`src/hw/rtl/mavg_pkg.sv`:
```
// Shared types and constants for the moving-average filter unit.
package mavg_pkg;

  // Field and configuration port widths
  localparam int unsigned SAMPLE_W   = 16;
  localparam int unsigned CFG_ADDR_W = 2;
  localparam int unsigned CFG_DATA_W = 6;
  localparam int unsigned LEN_REG_W  = 6;

  // Register indexes on the configuration port
  localparam logic [CFG_ADDR_W-1:0] REG_WINDOW_LENGTH = 2'd0;
  localparam logic [CFG_ADDR_W-1:0] REG_AVERAGE_MODE  = 2'd1;

  // Register reset values
  localparam logic [LEN_REG_W-1:0] LEN_RESET  = 6'd8;
  localparam logic                 MODE_RESET = 1'b0;

  // Averaging modes
  localparam logic MODE_SIMPLE   = 1'b0;
  localparam logic MODE_WEIGHTED = 1'b1;

  // Sequencer states
  typedef enum logic [2:0] {
    ST_IDLE,
    ST_WALK,
    ST_FLUSH,
    ST_START,
    ST_DIV,
    ST_OUT
  } state_e;

  // Status of the serial divider
  typedef struct packed {
    logic busy;
    logic done;
  } div_stat_t;

endpackage

```
`src/hw/rtl/mavg_win.sv`:
```
// Window sample store with per-entry valid bits so unwritten entries read as zero.
module mavg_win #(
  parameter int unsigned DEPTH = 32,
  localparam int unsigned IdxW = (DEPTH > 1) ? $clog2(DEPTH) : 1
) (
  input  logic                               clk_i,
  input  logic                               rst_ni,
  input  logic                               rd_en_i,
  input  logic [IdxW-1:0]                    rd_addr_i,
  input  logic                               wr_en_i,
  input  logic [IdxW-1:0]                    wr_addr_i,
  input  logic [mavg_pkg::SAMPLE_W-1:0]      wr_data_i,
  output logic [mavg_pkg::SAMPLE_W-1:0]      rd_data_o
);

  logic [mavg_pkg::SAMPLE_W-1:0] mem [DEPTH];
  logic [DEPTH-1:0]              valid_q;
  logic [mavg_pkg::SAMPLE_W-1:0] rd_data_q;
  logic                          rd_valid_q;

  // Write port and registered read port
  always_ff @(posedge clk_i) begin
    if (wr_en_i) begin
      mem[wr_addr_i] <= wr_data_i;
    end
    if (rd_en_i) begin
      rd_data_q <= mem[rd_addr_i];
    end
  end

  // Mark entries as written; reset makes the whole window read as zero
  always_ff @(posedge clk_i or negedge rst_ni) begin
    if (!rst_ni) begin
      valid_q    <= '0;
      rd_valid_q <= 1'b0;
    end else begin
      if (wr_en_i) begin
        valid_q[wr_addr_i] <= 1'b1;
      end
      if (rd_en_i) begin
        rd_valid_q <= valid_q[rd_addr_i];
      end
    end
  end

  assign rd_data_o = rd_valid_q ? rd_data_q : '0;

endmodule

```
`src/hw/rtl/mavg_div.sv`:
```
// Bit-serial restoring divider for the signed window sum, one quotient bit per cycle.
module mavg_div #(
  parameter int unsigned ACC_W = 27,
  parameter int unsigned DIV_W = 10
) (
  input  logic                          clk_i,
  input  logic                          rst_ni,
  input  logic                          start_i,
  input  logic signed [ACC_W-1:0]       dividend_i,
  input  logic [DIV_W-1:0]              divisor_i,
  output logic [mavg_pkg::SAMPLE_W-1:0] quotient_o,
  output mavg_pkg::div_stat_t           stat_o
);

  localparam int unsigned CntW = $clog2(ACC_W + 1);

  logic [ACC_W-1:0] quo_q, quo_d;
  logic [DIV_W:0]   rem_q, rem_d;
  logic [DIV_W-1:0] dsr_q;
  logic             neg_q;
  logic [CntW-1:0]  cnt_q;
  logic             busy_q;
  logic             done_q;
  logic [ACC_W-1:0] mag;
  logic [DIV_W:0]   shifted;
  logic [DIV_W+1:0] diff;
  logic             ge;
  logic [ACC_W-1:0] quo_signed;

  // Magnitude of the dividend; the most negative value still fits unsigned
  assign mag = dividend_i[ACC_W-1] ? (~dividend_i + ACC_W'(1)) : dividend_i;

  // One restoring step: shift in the next dividend bit, try the subtract
  always_comb begin
    shifted = {rem_q[DIV_W-1:0], quo_q[ACC_W-1]};
    diff    = {1'b0, shifted} - {2'b00, dsr_q};
    ge      = !diff[DIV_W+1];
    rem_d   = ge ? diff[DIV_W:0] : shifted;
    quo_d   = {quo_q[ACC_W-2:0], ge};
  end

  // Datapath shift registers
  always_ff @(posedge clk_i) begin
    if (start_i) begin
      quo_q <= mag;
      rem_q <= '0;
      dsr_q <= divisor_i;
      neg_q <= dividend_i[ACC_W-1];
    end else if (busy_q) begin
      quo_q <= quo_d;
      rem_q <= rem_d;
    end
  end

  // Iteration count and status
  always_ff @(posedge clk_i or negedge rst_ni) begin
    if (!rst_ni) begin
      cnt_q  <= '0;
      busy_q <= 1'b0;
      done_q <= 1'b0;
    end else begin
      done_q <= 1'b0;
      if (start_i) begin
        cnt_q  <= CntW'(ACC_W);
        busy_q <= 1'b1;
      end else if (busy_q) begin
        cnt_q <= cnt_q - CntW'(1);
        if (cnt_q == CntW'(1)) begin
          busy_q <= 1'b0;
          done_q <= 1'b1;
        end
      end
    end
  end

  // Restore the sign; the quotient magnitude always fits the sample width
  assign quo_signed  = neg_q ? (~quo_q + ACC_W'(1)) : quo_q;
  assign quotient_o  = quo_signed[mavg_pkg::SAMPLE_W-1:0];
  assign stat_o.busy = busy_q;
  assign stat_o.done = done_q;

endmodule

```
`src/hw/rtl/moving_average_filter_unit.sv`:
```
// Top level of the moving-average filter: sequencer, window walk, accumulator, output register.
//
//  channel   | direction | handshake                    | payload
//  ----------+-----------+------------------------------+------------------------------
//  s_axis    | in        | s_axis_tvalid/s_axis_tready  | tdata[15:0] sample
//  m_axis    | out       | m_axis_tvalid/m_axis_tready  | tdata[15:0] average
//  cfg       | in        | cfg_we_i (no wait)           | cfg_addr_i, cfg_wdata_i[5:0]
//
// A transaction first walks the window store (one read and one write port) over the N
// entries of the effective window length N, then the bit-serial divider produces an
// ACC_W-bit quotient (ACC_W = 27 at MAX_WINDOW = 32).
// Reset makes the whole window read as zero at once through per-entry valid bits.
// A new sample is taken while the previous average still waits on m_axis; a stalled
// m_axis holds the sequencer only when the next average is ready to be written.
module moving_average_filter_unit #(
  parameter int unsigned MAX_WINDOW = 32
) (
  input  logic                                clk_i,
  input  logic                                rst_ni,
  // Sample stream
  input  logic                                s_axis_tvalid,
  output logic                                s_axis_tready,
  input  logic [15:0]                         s_axis_tdata,   // [15:0] sample
  // Average stream
  output logic                                m_axis_tvalid,
  input  logic                                m_axis_tready,
  output logic [15:0]                         m_axis_tdata,   // [15:0] average
  // Configuration writes
  input  logic                                cfg_we_i,
  input  logic [mavg_pkg::CFG_ADDR_W-1:0]     cfg_addr_i,
  input  logic [mavg_pkg::CFG_DATA_W-1:0]     cfg_wdata_i
);

  localparam int unsigned IdxW   = (MAX_WINDOW > 1) ? $clog2(MAX_WINDOW) : 1;
  localparam int unsigned LenW   = $clog2(MAX_WINDOW + 1);
  localparam int unsigned DivMax = MAX_WINDOW * (MAX_WINDOW + 1) / 2;
  localparam int unsigned DivW   = (DivMax > 1) ? $clog2(DivMax + 1) : 1;
  localparam int unsigned ProdW  = mavg_pkg::SAMPLE_W + LenW + 1;
  localparam int unsigned AccW   = mavg_pkg::SAMPLE_W + DivW + 1;

  mavg_pkg::state_e state_q, state_d;

  logic [mavg_pkg::LEN_REG_W-1:0] wlen_q;
  logic                           mode_q;
  logic [LenW-1:0]                n_q;
  logic                           wmode_q;
  logic [mavg_pkg::SAMPLE_W-1:0]  sample_q;
  logic [DivW-1:0]                divisor_q;
  logic [LenW-1:0]                cnt_q;
  logic signed [ProdW-1:0]        prod_q, prod_d;
  logic                           prod_vld_q;
  logic signed [AccW-1:0]         acc_q;
  logic                           m_tvalid_q;
  logic [mavg_pkg::SAMPLE_W-1:0]  m_tdata_q;

  int                             eff_int;
  logic [LenW-1:0]                eff_len;
  logic [DivW-1:0]                eff_divisor;
  logic                           in_acc;
  logic                           walk;
  logic                           rd_en;
  logic                           wr_en;
  logic                           walk_end;
  logic                           div_start;
  logic                           load_out;
  logic [IdxW-1:0]                rd_addr;
  logic [IdxW-1:0]                wr_addr;
  logic [LenW:0]                  cnt_inc;
  logic [LenW-1:0]                cnt_dec;
  logic [mavg_pkg::SAMPLE_W-1:0]  rd_data;
  logic [mavg_pkg::SAMPLE_W-1:0]  entry;
  logic [LenW-1:0]                weight;
  logic [mavg_pkg::SAMPLE_W-1:0]  quotient;
  mavg_pkg::div_stat_t            div_stat;

  // Clamp the configured length and derive the divisor for the chosen mode
  always_comb begin
    eff_int = int'(wlen_q);
    if (eff_int < 1) begin
      eff_int = 1;
    end
    if (eff_int > int'(MAX_WINDOW)) begin
      eff_int = int'(MAX_WINDOW);
    end
    eff_len = LenW'(eff_int);
    if (mode_q == mavg_pkg::MODE_WEIGHTED) begin
      eff_divisor = DivW'((eff_int * (eff_int + 1)) >> 1);
    end else begin
      eff_divisor = DivW'(eff_int);
    end
  end

  // Configuration registers
  always_ff @(posedge clk_i or negedge rst_ni) begin
    if (!rst_ni) begin
      wlen_q <= mavg_pkg::LEN_RESET;
      mode_q <= mavg_pkg::MODE_RESET;
    end else if (cfg_we_i) begin
      case (cfg_addr_i)
        mavg_pkg::REG_WINDOW_LENGTH: wlen_q <= cfg_wdata_i[mavg_pkg::LEN_REG_W-1:0];
        mavg_pkg::REG_AVERAGE_MODE:  mode_q <= cfg_wdata_i[0];
        default: ;
      endcase
    end
  end

  // Next state
  always_comb begin
    state_d = state_q;
    case (state_q)
      mavg_pkg::ST_IDLE:  if (s_axis_tvalid) state_d = mavg_pkg::ST_WALK;
      mavg_pkg::ST_WALK:  if (cnt_q == n_q) state_d = mavg_pkg::ST_FLUSH;
      mavg_pkg::ST_FLUSH: state_d = mavg_pkg::ST_START;
      mavg_pkg::ST_START: state_d = mavg_pkg::ST_DIV;
      mavg_pkg::ST_DIV:   if (div_stat.done) state_d = mavg_pkg::ST_OUT;
      mavg_pkg::ST_OUT:   if (!m_tvalid_q || m_axis_tready) state_d = mavg_pkg::ST_IDLE;
      default:            state_d = mavg_pkg::ST_IDLE;
    endcase
  end

  // Sequencer outputs
  always_comb begin
    s_axis_tready = 1'b0;
    walk          = 1'b0;
    div_start     = 1'b0;
    load_out      = 1'b0;
    case (state_q)
      mavg_pkg::ST_IDLE:  s_axis_tready = 1'b1;
      mavg_pkg::ST_WALK:  walk = 1'b1;
      mavg_pkg::ST_START: div_start = 1'b1;
      mavg_pkg::ST_OUT:   load_out = !m_tvalid_q || m_axis_tready;
      default: ;
    endcase
  end

  assign in_acc = s_axis_tvalid && s_axis_tready;

  // Window walk: read entry cnt+1 while writing entry cnt-1 with the value read before
  assign cnt_inc  = {1'b0, cnt_q} + (LenW + 1)'(1);
  assign cnt_dec  = cnt_q - LenW'(1);
  assign rd_en    = walk && (cnt_inc < {1'b0, n_q});
  assign wr_en    = walk && (cnt_q != '0);
  assign walk_end = (cnt_q == n_q);
  assign rd_addr  = cnt_inc[IdxW-1:0];
  assign wr_addr  = cnt_dec[IdxW-1:0];
  assign entry    = walk_end ? sample_q : rd_data;
  assign weight   = (wmode_q == mavg_pkg::MODE_WEIGHTED) ? cnt_q : LenW'(1);
  assign prod_d   = ProdW'($signed(entry)) * ProdW'($signed({1'b0, weight}));

  mavg_win #(
    .DEPTH (MAX_WINDOW)
  ) u_win (
    .clk_i     (clk_i),
    .rst_ni    (rst_ni),
    .rd_en_i   (rd_en),
    .rd_addr_i (rd_addr),
    .wr_en_i   (wr_en),
    .wr_addr_i (wr_addr),
    .wr_data_i (entry),
    .rd_data_o (rd_data)
  );

  // Latch the transaction and its settings at accept
  always_ff @(posedge clk_i) begin
    if (in_acc) begin
      sample_q  <= s_axis_tdata;
      n_q       <= eff_len;
      wmode_q   <= mode_q;
      divisor_q <= eff_divisor;
    end
    prod_q <= prod_d;
  end

  // Walk counter, product pipeline and accumulator
  always_ff @(posedge clk_i or negedge rst_ni) begin
    if (!rst_ni) begin
      state_q    <= mavg_pkg::ST_IDLE;
      cnt_q      <= '0;
      prod_vld_q <= 1'b0;
      acc_q      <= '0;
    end else begin
      state_q    <= state_d;
      prod_vld_q <= wr_en;
      if (in_acc) begin
        cnt_q <= '0;
        acc_q <= '0;
      end else begin
        if (walk) begin
          cnt_q <= cnt_q + LenW'(1);
        end
        if (prod_vld_q) begin
          acc_q <= acc_q + AccW'(prod_q);
        end
      end
    end
  end

  mavg_div #(
    .ACC_W (AccW),
    .DIV_W (DivW)
  ) u_div (
    .clk_i      (clk_i),
    .rst_ni     (rst_ni),
    .start_i    (div_start),
    .dividend_i (acc_q),
    .divisor_i  (divisor_q),
    .quotient_o (quotient),
    .stat_o     (div_stat)
  );

  // Output register: hold the average until the transaction completes
  always_ff @(posedge clk_i) begin
    if (load_out) begin
      m_tdata_q <= quotient;
    end
  end

  always_ff @(posedge clk_i or negedge rst_ni) begin
    if (!rst_ni) begin
      m_tvalid_q <= 1'b0;
    end else if (load_out) begin
      m_tvalid_q <= 1'b1;
    end else if (m_axis_tready) begin
      m_tvalid_q <= 1'b0;
    end
  end

  assign m_axis_tvalid = m_tvalid_q;
  assign m_axis_tdata  = m_tdata_q;

  // The divider only finishes while the sequencer waits for it
  a_div_done_in_div: assert property (@(posedge clk_i) disable iff (!rst_ni)
    div_stat.done |-> state_q == mavg_pkg::ST_DIV)
    else $error("divider finished outside the divide state");

  // The walk never runs past the latched window length
  a_walk_bound: assert property (@(posedge clk_i) disable iff (!rst_ni)
    state_q == mavg_pkg::ST_WALK |-> cnt_q <= n_q)
    else $error("window walk ran past the window length");

  // An accepted sample always starts a window walk
  a_accept_walk: assert property (@(posedge clk_i) disable iff (!rst_ni)
    in_acc |=> state_q == mavg_pkg::ST_WALK && cnt_q == '0)
    else $error("accepted sample did not start a walk");

  // A new average appears only when the sequencer hands one over
  a_out_source: assert property (@(posedge clk_i) disable iff (!rst_ni)
    $rose(m_tvalid_q) |-> $past(state_q) == mavg_pkg::ST_OUT)
    else $error("average presented without a finished division");

endmodule
```
`config.mk`:
```
export PLATFORM = sky130hd
export DESIGN_NAME = moving_average_filter_unit
export DESIGN_NICKNAME = d
export VERILOG_FILES = /design/src/hw/rtl/mavg_pkg.sv /design/src/hw/rtl/mavg_win.sv /design/src/hw/rtl/mavg_div.sv /design/src/hw/rtl/moving_average_filter_unit.sv
export SDC_FILE = /design/constraint.sdc
export NUM_CORES = 1
export LEC_CHECK = 0
export ABC_CLOCK_PERIOD_IN_PS = 11050
export BUFFER_PORTS_ARGS = -buffer_cell sky130_fd_sc_hd__buf_2
export CORE_MARGIN = 1.5
export CORE_UTILIZATION = 37
export CTS_CLUSTER_DIAMETER = 30
export DETAILED_ROUTE_END_ITERATION = 8
export GPL_TIMING_DRIVEN = 0
export PLACE_DENSITY = 0.58
export RECOVER_POWER = 50
export REMOVE_ABC_BUFFERS = 1
export SETUP_SLACK_MARGIN = 0.02
export SLEW_MARGIN = 20
export SYNTH_ARGS = -nofsm -noshare
export SYNTH_HDL_FRONTEND = slang
export SYNTH_SLANG_ARGS = --single-unit
```
`constraint.sdc`:
```
create_clock -name clk_i -period 11.05 [get_ports clk_i]
set_clock_uncertainty 0.05 [all_clocks]
set_input_delay 1.105 -clock clk_i [delete_from_list [all_inputs] [get_ports clk_i]]
set_output_delay 1.105 -clock clk_i [all_outputs]
set_load 0.02 [all_outputs]
```
==> flow_summary.toml <==
[outcome]
status = "complete, but fails checks"
violations = "max-capacitance violations, max-slew violations"

[setup_path]
critPathCapture = "prod_q[22]$_DFF_P_"
setup.worst_path.start = "cnt_q[0]$_DFFE_PN0P_"
endpoint_kind = "register"
worstSetupPathType = "register to register"
rr_worst_depth = 21
crit_path_start_kind = "register"
required_ps = 11610
r2r-end = "prod_q[22]$_DFF_P_"
rrSetupSlack_ps = 1930
crit_fanout = 33
arrival_ps = 9680
timing.rr.start = "cnt_q[0]$_DFFE_PN0P_"

[clocking]
post_cts_buffers = 0
cts_buffers = 148
cts_tree = "yes"
path_clk_slew_ps = 40
cts_resized = 0
clock_latency_ps = 750
cts_hold_buffers = 0
root_buffer = "clkbuf_16"
h-tree-depth = 4
cts_buffer_depth = 3
clock_sinks = 733

[yosys]
syn_avg_cell_area_um2 = 14.7
muxShareOfSynthArea_pct = 11.9
synth_warnings = 0
synth_top_family_by_area = "multiplexers"
synth-xor-area-share_pct = 2.58
synth_compound_area_share_pct = 5.06
synthAdderAreaFrac_pct = 9.37
synth_edf_count = 615
yosys.area_share.simple_pct = 7.85
synth_flop_cell = "edfxtp_1"
synthArstFlopShare_pct = 11.6
yosysSeqAreaShare_pct = 60.3
synth_seq_cells = 733
syn_area_um2 = 35300
yosysUniqueCellTypes = 67
synthCells = 2405

[place]
gp_congestion = 0.877
port_buffers = 46
dp_hpwl_um = 51900

[global_routing]
grt_pass1_wl_um = 125000
grt_antenna_before_repair = 0
grt_start_max_net_pins = 63
use_met1_pct = 20.7
grt-ovfl-total = 0
grt_util_all_layers_pct = 16.8
grt.busiest_layer = "met2"
met3_usage_pct = 3.30
grt_pass1_vias = 21800
gr-usage-met2_pct = 29.2

[cells_and_area]
fillers = 8350
final_util_pct = 44.8
syn2layout_area_growth_pct = 20.5
num-nets-final = 2780
insertedDiodeCount = 0
mostFrequentLayoutCells = "edfxtp_1 (615), nor2_1 (180), inv_1 (171)"
layout-drive-gt1-share_pct = 19.6
layout.cells.most_common = "edfxtp_1"

[die]
rows = 113
fp.dieH_um = 312
floorplan.initialDensity_pct = 37.2
dieArea_um2 = 97200
fp.dieW_um = 312
core_area_um2 = 94700
io_pins = 47

[routing]
wirelength_um = 80600
drtPass1Iterations = 5
wl_per_cell_um = 20.5
drt_iter0_drc = 1434
drc = 0
vias = 20400
drt-vias-per-instance = 5.18
ant_nets = 0

[sta]
fin_crit_sh_pct = 82.6
tightest_slew_ps = 3960
max_freq_ghz = 0.110
finalSetupViolations = 0
slew_headroom_pct = -164
finalMaxSlewViolations = 639
rsz0062_at_grt = "false"
tns_ps = 0
finalHoldViolations = 0
fin_crit_ps = 9120

[power]
finalPower_uw = 14400
leakagePower_uw = 0.0160
power.density_nw_per_um2 = 339
vdd_drop_max_uv = 227

[min_path]
hp-start = "divisor_q[5]$_DFFE_PP_"
hold_class = "register to register"

[run]
maxCapViolCount = 30
layer usage:
layer / up-vias / part of all wire (%)
li1: 9228 / -
met1: 10400 / 41
met2: 545 / 51
met3: 158 / 5.2
met4: 0 / 2.6
met5: - / 0
critical path, stage by stage, from the launching register on:
cell,delay (ps)
dfrtp_1,1480
buf_16,330
ha_1,330
or3_1,690
and3_1,330
a21oi_1,560
clkinv_1,980
nand3_1,410
fa_1,440
inv_1,90
fa_1,450
fa_1,530
fa_1,490
ha_1,360
a21o_1,170
a21o_1,170
a21o_1,170
a21oi_1,200
nand2b_1,80
o221a_2,260
o21a_1,200
o211ai_1,190
kinds of logic after synthesis:
| logic type | Yosys count |
|---|---|
| adder cells (fa/ha/maj) | 212 |
| AND/OR/NAND/NOR | 581 |
| buffers and inverters | 273 |
| other | 2 |
| AO/OA/AOI/OAI | 294 |
| XOR/XNOR | 104 |
| multiplexers | 206 |
| flip-flops | 733 |
flip-flops by register name, indices dropped and copies added (netlist names), 3 cells and up:
signal / cells
acc_q: 27
cnt_q: 6
divisor_q: 10
m_axis_tdata: 16
n_q: 6
prod_q: 23
sample_q: 16
state_q: 3
u_div.cnt_q: 5
u_div.dsr_q: 10
u_div.quo_q: 27
u_div.rem_q: 10
u_win.mem: 512
u_win.rd_data_q: 16
u_win.valid_q: 32
wlen_q: 6
per-stage QoR:
stage | std cells | setup slack (ps) | hold slack (ps) | cell area, um^2
floorplan | 2312 | -2350 | 350 | 34900
global placement | 3623 | -9100 | 351 | 36700
detailed placement | 3654 | 3000 | 356 | 37700
CTS | 3931 | 2970 | 176 | 43100
global route | 3931 | 1240 | 365 | 42500
finish | 3931 | 1930 | 363 | 42500
report_power, final:
part | total (uW) | switching, uW | internal, uW
Combinational | 5300 | 3020 | 2280
Clock | 4710 | 1540 | 3170
Sequential | 4390 | 379 | 4010
worst min-delay path by stage:
stage	to	slack [ps]	cells past startpoint
floorplan	u_div.dsr_q[0]$_DFFE_PP_	350	0
global placement	u_div.dsr_q[5]$_DFFE_PP_	350	0
detailed placement	u_div.dsr_q[4]$_DFFE_PP_	360	0
CTS	u_win.valid_q[23]$_DFFE_PN0P_	180	1
global route	u_div.dsr_q[4]$_DFFE_PP_	360	0
finish	u_div.dsr_q[5]$_DFFE_PP_	360	0
cells in the mapped netlist, types with 4 or more instances:
| cell | count | area [um^2] |
|---|---|---|
| nor3b_1 | 7 | 52.6 |
| nand3_1 | 46 | 230 |
| nand2b_1 | 30 | 188 |
| fa_1 | 87 | 1740 |
| o21a_1 | 12 | 90.1 |
| nor2b_1 | 14 | 87.6 |
| or4_1 | 6 | 45.0 |
| clkbuf_1 | 85 | 319 |
| nor3_1 | 20 | 100 |
| a31oi_1 | 10 | 62.6 |
| o211ai_1 | 5 | 37.5 |
| mux2_2 | 14 | 158 |
| o2111ai_1 | 4 | 35.0 |
| dfrtp_1 | 84 | 2100 |
| nand2_1 | 161 | 604 |
| ha_1 | 125 | 1560 |
| xnor2_1 | 70 | 613 |
| buf_1 | 11 | 41.3 |
| a21o_1 | 26 | 195 |
| inv_1 | 174 | 653 |
| xor2_1 | 34 | 298 |
| nor2_1 | 183 | 687 |
| a22oi_1 | 5 | 37.5 |
| mux2i_1 | 22 | 220 |
| a21boi_0 | 4 | 30.0 |
| mux4_2 | 170 | 3830 |
| edfxtp_1 | 615 | 18500 |
| o31ai_1 | 9 | 67.6 |
| o21ai_0 | 92 | 460 |
| a21oi_1 | 85 | 425 |
| nand4_1 | 8 | 50.1 |
| and2_1 | 14 | 87.6 |
| or2_2 | 38 | 238 |
| or3_1 | 13 | 81.3 |
| o21bai_1 | 10 | 75.1 |
| dfxtp_1 | 33 | 661 |
| o41ai_1 | 4 | 35.0 |
| nand3b_1 | 7 | 52.6 |
| a211oi_1 | 8 | 60.1 |
| and3_1 | 18 | 113 |
layout make-up:
cell class | count | area [um^2] | area share, %
Clock buffer | 175 | 3940 | 9.27
Clock inverter | 102 | 1510 | 3.56
Inverter | 177 | 666 | 1.57
Multi-Input combinational cell | 1402 | 13000 | 30.7
Sequential cell | 733 | 21300 | 50.0
Tap cell | 1265 | 1580 | 3.73
Timing Repair Buffer | 77 | 497 | 1.17
Note: power is estimated with default switching activity, not from simulation.
